**config.mk**
```make
export PLATFORM = sky130hd
export DESIGN_NAME = arot_front_flat
export DESIGN_NICKNAME = d
export VERILOG_FILES = /design/src/hdl/arot_pkg.sv /design/src/hdl/arot_if.sv /design/src/hdl/arot_front.sv /design/src/flat_wrapper.sv
export SDC_FILE = /design/constraint.sdc
export NUM_CORES = 1
export LEC_CHECK = 0
export BUFFER_PORTS_ARGS = -buffer_cell sky130_fd_sc_hd__clkbuf_2
export CAP_MARGIN = 25
export CORE_ASPECT_RATIO = 0.8
export CORE_MARGIN = 2
export CORE_UTILIZATION = 50
export CTS_CLUSTER_DIAMETER = 80
export DETAILED_ROUTE_END_ITERATION = 6
export HOLD_SLACK_MARGIN = 0.12
export PLACE_DENSITY = 0.86
export SLEW_MARGIN = 20
export SYNTH_ARGS = -nofsm -noshare
export SYNTH_HDL_FRONTEND = slang
export SYNTH_SLANG_ARGS = --single-unit
```
**constraint.sdc**
```tcl
create_clock -name clk_i -period 12 [get_ports clk_i]
set_clock_uncertainty 0.15 [all_clocks]
set_input_delay 0.6 -clock clk_i [delete_from_list [all_inputs] [get_ports clk_i]]
set_output_delay 0.6 -clock clk_i [all_outputs]
set_load 0.01 [all_outputs]
```
**src/hdl/arot_pkg.sv**
```systemverilog
// ============================================================================
// arot_pkg: shared types and constants for the address range ownership table
// Holds the field widths, the slot count, the command format passed from the
// front end to the back end, and the back end state encoding.
// ============================================================================
`default_nettype none

package arot_pkg;

  // Number of binding slots held by the table
  localparam int unsigned NUM_BINDINGS = 64;
  localparam int unsigned SLOT_W       = $clog2(NUM_BINDINGS);

  // Fixed field widths
  localparam int unsigned KIND_W       = 1;
  localparam int unsigned BSLOT_W      = 6;
  localparam int unsigned ADDR_W       = 48;
  localparam int unsigned PAGES_W      = 32;
  localparam int unsigned COUNT_W      = 6;

  // 4096-byte pages; a range end never wraps, so it carries one extra bit
  localparam int unsigned PAGE_SHIFT   = 12;
  localparam int unsigned END_W        = ADDR_W + 1;

  // Command queue between front and back end
  localparam int unsigned QUEUE_DEPTH  = 2;
  localparam int unsigned QPTR_W       = $clog2(QUEUE_DEPTH);
  localparam int unsigned QCNT_W       = QPTR_W + 1;

  // Request kind as it arrives on the input channel
  typedef enum logic [KIND_W-1:0] {
    KIND_CLAIM   = 1'b0,
    KIND_RELEASE = 1'b1
  } kind_e;

  // Classified operation handed to the back end
  typedef enum logic [1:0] {
    OP_CLAIM,
    OP_RELEASE,
    OP_IGNORE
  } cmd_op_e;

  typedef logic [SLOT_W-1:0] slot_idx_t;

  typedef struct packed {
    cmd_op_e               op;
    slot_idx_t             slot;
    logic [ADDR_W-1:0]     start_addr;
    logic [END_W-1:0]      end_addr;
  } cmd_t;

  // One table entry as kept in the range memory
  typedef struct packed {
    logic [ADDR_W-1:0]     start_addr;
    logic [END_W-1:0]      end_addr;
  } range_t;

  localparam int unsigned RANGE_W = $bits(range_t);

  // Back end sequencer
  typedef enum logic [1:0] {
    BK_IDLE,
    BK_SCAN,
    BK_DRAIN,
    BK_DONE
  } back_state_e;

endpackage

`default_nettype wire

```
**src/hdl/arot_if.sv**
```systemverilog
// ============================================================================
// arot_req_if / arot_rsp_if: valid/ready channels of the ownership table
// The request channel carries one claim or release; the response channel
// carries its result.
// ============================================================================
`default_nettype none

interface arot_req_if;
  logic                         valid;
  logic                         ready;
  logic [arot_pkg::KIND_W-1:0]  kind;
  logic [arot_pkg::BSLOT_W-1:0] binding_slot;
  logic [arot_pkg::ADDR_W-1:0]  range_addr;
  logic [arot_pkg::PAGES_W-1:0] range_pages;

  modport source (output valid, kind, binding_slot, range_addr, range_pages,
                  input ready);
  modport sink   (input valid, kind, binding_slot, range_addr, range_pages,
                  output ready);
endinterface


`default_nettype wire

```
**src/hdl/arot_front.sv**
```systemverilog
// ============================================================================
// arot_front: request intake and classification
// Checks the slot index, works out the end of the claimed range and queues
// the resulting command for the back end in a small FIFO.
// ============================================================================
`default_nettype none

module arot_front (
  input  wire logic           clk_i,
  input  wire logic           rst_ni,
  arot_req_if.sink            req_i,
  output logic                cmd_valid_o,
  output arot_pkg::cmd_t      cmd_o,
  input  wire logic           cmd_pop_i
);

  import arot_pkg::*;

  cmd_t              cmd_in;
  logic              slot_ok;
  logic              push;
  cmd_t              queue_q [QUEUE_DEPTH];
  logic [QPTR_W-1:0] wr_ptr_q, wr_ptr_d;
  logic [QPTR_W-1:0] rd_ptr_q, rd_ptr_d;
  logic [QCNT_W-1:0] cnt_q, cnt_d;

  // Classify the incoming request
  always_comb begin
    slot_ok           = 32'(req_i.binding_slot) < 32'(NUM_BINDINGS);
    cmd_in.slot       = SLOT_W'(req_i.binding_slot);
    cmd_in.start_addr = req_i.range_addr;
    cmd_in.end_addr   = END_W'(req_i.range_addr)
                      + END_W'({req_i.range_pages, {PAGE_SHIFT{1'b0}}});
    if (!slot_ok) begin
      cmd_in.op = OP_IGNORE;
    end else if (req_i.kind == KIND_RELEASE) begin
      cmd_in.op = OP_RELEASE;
    end else begin
      cmd_in.op = OP_CLAIM;
    end
  end

  assign req_i.ready = (cnt_q != QCNT_W'(QUEUE_DEPTH));
  assign push        = req_i.valid && req_i.ready;

  // Queue pointers and fill level
  always_comb begin
    wr_ptr_d = wr_ptr_q;
    rd_ptr_d = rd_ptr_q;
    cnt_d    = cnt_q;
    if (push) begin
      wr_ptr_d = wr_ptr_q + 1'b1;
    end
    if (cmd_pop_i) begin
      rd_ptr_d = rd_ptr_q + 1'b1;
    end
    if (push && !cmd_pop_i) begin
      cnt_d = cnt_q + 1'b1;
    end else if (!push && cmd_pop_i) begin
      cnt_d = cnt_q - 1'b1;
    end
  end

  always_ff @(posedge clk_i or negedge rst_ni) begin
    if (!rst_ni) begin
      wr_ptr_q <= '0;
      rd_ptr_q <= '0;
      cnt_q    <= '0;
    end else begin
      wr_ptr_q <= wr_ptr_d;
      rd_ptr_q <= rd_ptr_d;
      cnt_q    <= cnt_d;
    end
  end

  // Queue storage, payload only
  always_ff @(posedge clk_i) begin
    if (push) begin
      queue_q[wr_ptr_q] <= cmd_in;
    end
  end

  assign cmd_valid_o = (cnt_q != '0);
  assign cmd_o       = queue_q[rd_ptr_q];

endmodule

`default_nettype wire

```
**src/flat_wrapper.sv**
```systemverilog
// flat-port wrapper written by rule: the top's interface ports become plain ports
module arot_front_flat import arot_pkg::*;
  (clk_i, rst_ni, cmd_valid_o, cmd_o, cmd_pop_i, req_i_valid, req_i_kind, req_i_binding_slot, req_i_range_addr, req_i_range_pages, req_i_ready);
  arot_req_if req_i_i ();
  input  wire logic clk_i;
  input  wire logic rst_ni;
  output logic cmd_valid_o;
  output arot_pkg::cmd_t cmd_o;
  input  wire logic cmd_pop_i;
  input wire logic [$bits(req_i_i.valid)-1:0] req_i_valid;
  input wire logic [$bits(req_i_i.kind)-1:0] req_i_kind;
  input wire logic [$bits(req_i_i.binding_slot)-1:0] req_i_binding_slot;
  input wire logic [$bits(req_i_i.range_addr)-1:0] req_i_range_addr;
  input wire logic [$bits(req_i_i.range_pages)-1:0] req_i_range_pages;
  output wire logic [$bits(req_i_i.ready)-1:0] req_i_ready;
  assign req_i_i.valid = req_i_valid;
  assign req_i_i.kind = req_i_kind;
  assign req_i_i.binding_slot = req_i_binding_slot;
  assign req_i_i.range_addr = req_i_range_addr;
  assign req_i_i.range_pages = req_i_range_pages;
  assign req_i_ready = req_i_i.ready;
  arot_front u_core (.clk_i(clk_i), .rst_ni(rst_ni), .req_i(req_i_i), .cmd_valid_o(cmd_valid_o), .cmd_o(cmd_o), .cmd_pop_i(cmd_pop_i));
endmodule
```
==> results summary <==
The critical path is of the reg -> out type. The proportion of total power due to net switching is 32.5%. The total clock buffers created by CTS is 17. In this run the static leakage power is 4.15 nW.

The net count after synthesis is 711. The power share of the clock group came out at 24.6%. The initial standard-cell utilization of the core is 51.0%. The longest clock path from root to sink contains 2 buffers. The number of clock sinks came out at 188. The mean number of vias per cell came out at 5.43. The path class of the tightest hold or removal check is in -> reg. The count of H-tree levels built during CTS came out at 4. The internal power is 1.54 mW. The total count of hold-check failures in the final report came to 0. The reported net switching power is 742 uW. In the routed design, unresolved DRC markers number 1. The sum of overflow across all layers after global routing came out at 0. The portion of the clock cycle consumed by the worst path in the final layout is 27.2%. The number of buffer and inverter instances along the worst setup path is 2. Setup repair after global routing left no endpoint under its margin. The longest individual stage delay on the worst path came out at 0.74 ns. The area share of the leading cell type in the synthesized netlist came out at 62.7%. Sorting the synthesized cells by how often they occur yields sky130_fd_sc_hd__edfxtp_1 (184), sky130_fd_sc_hd__mux2_2 (92), sky130_fd_sc_hd__ha_1 (33). The growth of design area from synthesis to finish is 19.9%.

Wires add up to 18,200 um. Fill cells in the final layout number 1,348. The fraction of final layout cells sized beyond drive strength 1 is 43.3%. STA classifies the critical path startpoint as a register.

On the critical path, the stage with the largest delay is an instance of sky130_fd_sc_hd__dfrtp_4. The count of buffers inserted at the top-level ports is 196. The global placement routability congestion came out at 0.911.

The fmax is 306 MHz. From bottom edge to top edge, the die measures 123 um. The cell count after synthesis came out at 586. The tree is rooted in a sky130_fd_sc_hd__clkbuf_16. Counting flops and latches in the post-synthesis netlist gives 188. The final setup TNS came out at 0 ns. The number of antenna violations at the first check in global routing is 0. The first-pass GRT wire length came out at 28,000 um. The number of nets at the end of the flow came out at 899. The sequential share of power is 42.7%. The detailed-routing iteration count for the pre-antenna-repair pass is 7. The flow ran to the end, but the final reports show violations. The netlist uses 59 different library cells. For this block, the via count after detailed routing is 5,496. The number of warning messages in the yosys log came out at 0. The average instance in the mapped netlist occupies 15.0 um^2. The starting DRC count in detailed routing is 423. The total number of placement rows is 43.

Summed over all instances, the cell type with the most area after synthesis is sky130_fd_sc_hd__edfxtp_1. The latest clock arrival within the worst-skew pair came out at 0.43 ns. The max-cap violation count is 0. The most numerous cell in the Yosys netlist is sky130_fd_sc_hd__edfxtp_1. The worst setup path is captured at an output pin. The final critical delay including setup and external delays is 3.26 ns. The floorplan step defined a die boundary enclosing 18,700 um^2. The pin count of the biggest net entering global routing came out at 60. The endpoint arrival time on the critical path is 2.51 ns. The largest fanout on the critical path came out at 59.

The number of top-level design ports came out at 198. The total core area came out at 17,300 um^2. The final reports fail on DRC. Gates resized during post-CTS repair numbered 0. The via count of the first global-routing pass was 5,463.

Counting flops with an async set or reset pin after synthesis yields a share of 2.13%. The post-synthesis sequential area ratio came out at 63.9%. The normalized max-slew margin is 46.5%. The worst voltage drop across the vdd grid came out at 0.120 mV.

The post-detailed-route count of antenna-violating nets is 0. The power density over the cells came out at 216 nW/um^2. Broken down by cell family, the worst path's largest delay share belongs to buffers and inverters. The number of max-slew violations in the final report came out at 0. The number of synthesized flops with an enable pin came out at 184. The antenna diode count came out at 0. The share of power burned in combinational logic came out at 32.7%. The measured slew at the worst slew-check pin is 0.802 ns. The netlist area before placement is 8810 um^2. The TritonCTS clock tree is yes. The required time of the critical path came out at 11.25 ns. The floorplan die width is 152 um. The overall power is 2.29 mW. The total routing resource utilization after global routing came out at 19.5%. The most frequently used flop master after synthesis is sky130_fd_sc_hd__edfxtp_1. The final-report setup violation count is 0. The routed length per placed instance is 18.0 um.

The post-detailed-placement half-perimeter wirelength is 12,900 um. Sorting the synthesized cells by area gives the leading types as sky130_fd_sc_hd__edfxtp_1 (63%), sky130_fd_sc_hd__mux2_2 (12%), sky130_fd_sc_hd__ha_1 (4.7%), sky130_fd_sc_hd__xnor2_1 (2.1%), sky130_fd_sc_hd__a21oi_1 (1.8%). The signal on the critical path passes through buf_4, mux2_2, clkbuf_2.

After clock tree synthesis, the clock-pin slew on the worst setup and hold paths is 0.08 ns.
-- per-layer routing --
| metal | wire length (um) | GRT usage, % | vias up |
|---|---|---|---|
| met1 | 8260 | 25.7 | 2662 |
| met2 | 8540 | 31.8 | 185 |
| met5 | 0 | 0 | - |
| met4 | 243 | 5.49 | 0 |
| li1 | - | - | 2629 |
| met3 | 1130 | 5.93 | 20 |
-- through the flow --
step	hold WS (ns)	cell area [um^2]	cells	setup WS [ns]	utilization [%]
4_1_cts	0.191	10600	1012	8.70	61.2
3_3_place_gp	0.261	9940	978	8.78	57.5
5_1_grt	0.181	10600	1012	8.58	61.2
6_report	0.207	10600	1012	8.74	61.2
2_1_floorplan	0.154	8810	586	6.78	-
3_5_place_dp	0.263	9960	979	8.70	57.6
-- flip-flops by register name, indices dropped and copies added, names as in the netlist --
name and cells:
u_core.cnt_q 2, u_core.queue_q 184, u_core.rd_ptr_q 1, u_core.wr_ptr_q 1
-- worst register-to-register path: stages (launching register included) --
cell,delay (ns)
sky130_fd_sc_hd__dfrtp_1,0.41
sky130_fd_sc_hd__nand2b_1,0.19
sky130_fd_sc_hd__and3_4,0.63
sky130_fd_sc_hd__buf_4,0.68
-- cell usage in the layout, fill, tap and decap left out, types with 4 or more instances in the layout --
cell type | Yosys | routed
sky130_fd_sc_hd__a21o_1 | 17 | 17
sky130_fd_sc_hd__a21oi_1 | 31 | 31
sky130_fd_sc_hd__a31oi_1 | 7 | 7
sky130_fd_sc_hd__and3_1 | 5 | 4
sky130_fd_sc_hd__clkbuf_16 | 0 | 17
sky130_fd_sc_hd__clkbuf_2 | 0 | 196
sky130_fd_sc_hd__edfxtp_1 | 184 | 184
sky130_fd_sc_hd__ha_1 | 33 | 33
sky130_fd_sc_hd__inv_1 | 10 | 10
sky130_fd_sc_hd__inv_6 | 0 | 6
sky130_fd_sc_hd__mux2_2 | 92 | 92
sky130_fd_sc_hd__nand2_1 | 31 | 31
sky130_fd_sc_hd__nor2_1 | 23 | 22
sky130_fd_sc_hd__o211ai_1 | 5 | 5
sky130_fd_sc_hd__o21ai_0 | 16 | 16
sky130_fd_sc_hd__or3_1 | 5 | 5
sky130_fd_sc_hd__xnor2_1 | 21 | 21
sky130_fd_sc_hd__xor2_1 | 15 | 15
-- final timing paths --
path | slack [ns] | depth (start not counted) | start | to
max | 8.74 | 3 | u_core.rd_ptr_q$_DFFE_PN0P_ | cmd_o[25]
min in group asynchronous | 0.40 | 2 | rst_ni | u_core.wr_ptr_q$_DFFE_PN0P_
max in group asynchronous | 11.15 | 2 | rst_ni | u_core.rd_ptr_q$_DFFE_PN0P_
min | 0.21 | 1 | req_i_range_addr[4] | u_core.queue_q[1][53]$_DFFE_PP_
max reg2reg | 9.55 | 3 | u_core.cnt_q[0]$_DFFE_PN0P_ | u_core.queue_q[1][79]$_DFFE_PP_
min reg2reg | 0.35 | 1 | u_core.cnt_q[1]$_DFFE_PN0P_ | u_core.cnt_q[1]$_DFFE_PN0P_
-- power groups by stage --
stage | Sequential, mW | Clock, mW | Combinational, mW
finish | 0.976 | 0.562 | 0.747
detailed placement | 0.993 | 0 | 0.754
CTS | 0.978 | 0.573 | 0.758
global placement | 0.982 | 0 | 0.740
global route | 0.992 | 0.601 | 0.808
floorplan | 0.972 | 0 | 0.514
-- area by class of cell --
cell class / count / area [um^2] / share of cell area, %
clock buffer: 17 / 425 / 4.03
inverter: 10 / 37.5 / 0.355
clock inverter: 15 / 173 / 1.63
tap: 225 / 282 / 2.66
timing repair buffer: 201 / 1030 / 9.78
sequential: 188 / 5630 / 53.3
multi-input combinational: 356 / 2980 / 28.2
-- kinds of logic (layout without fill, tap and decap cells) --
kind of cell	after synthesis	in the layout	share of synthesized area (%)
compound gates	104	104	8.48
simple gates	88	88	4.84
fa+ha+maj	34	34	4.91
flops	188	188	63.9
other cells	1	1	0.0426
xor+xnor	36	36	3.58
buf+inv	42	243	2.41
mux	93	93	11.9
-- timing repair --
item	CTS	global route
buffers inserted	0	0
endpoints found under the hold margin	4	0
setup endpoints to repair	0	0
hold buffers	1	0
No activity file was read; power rests on OpenSTA's default activity.
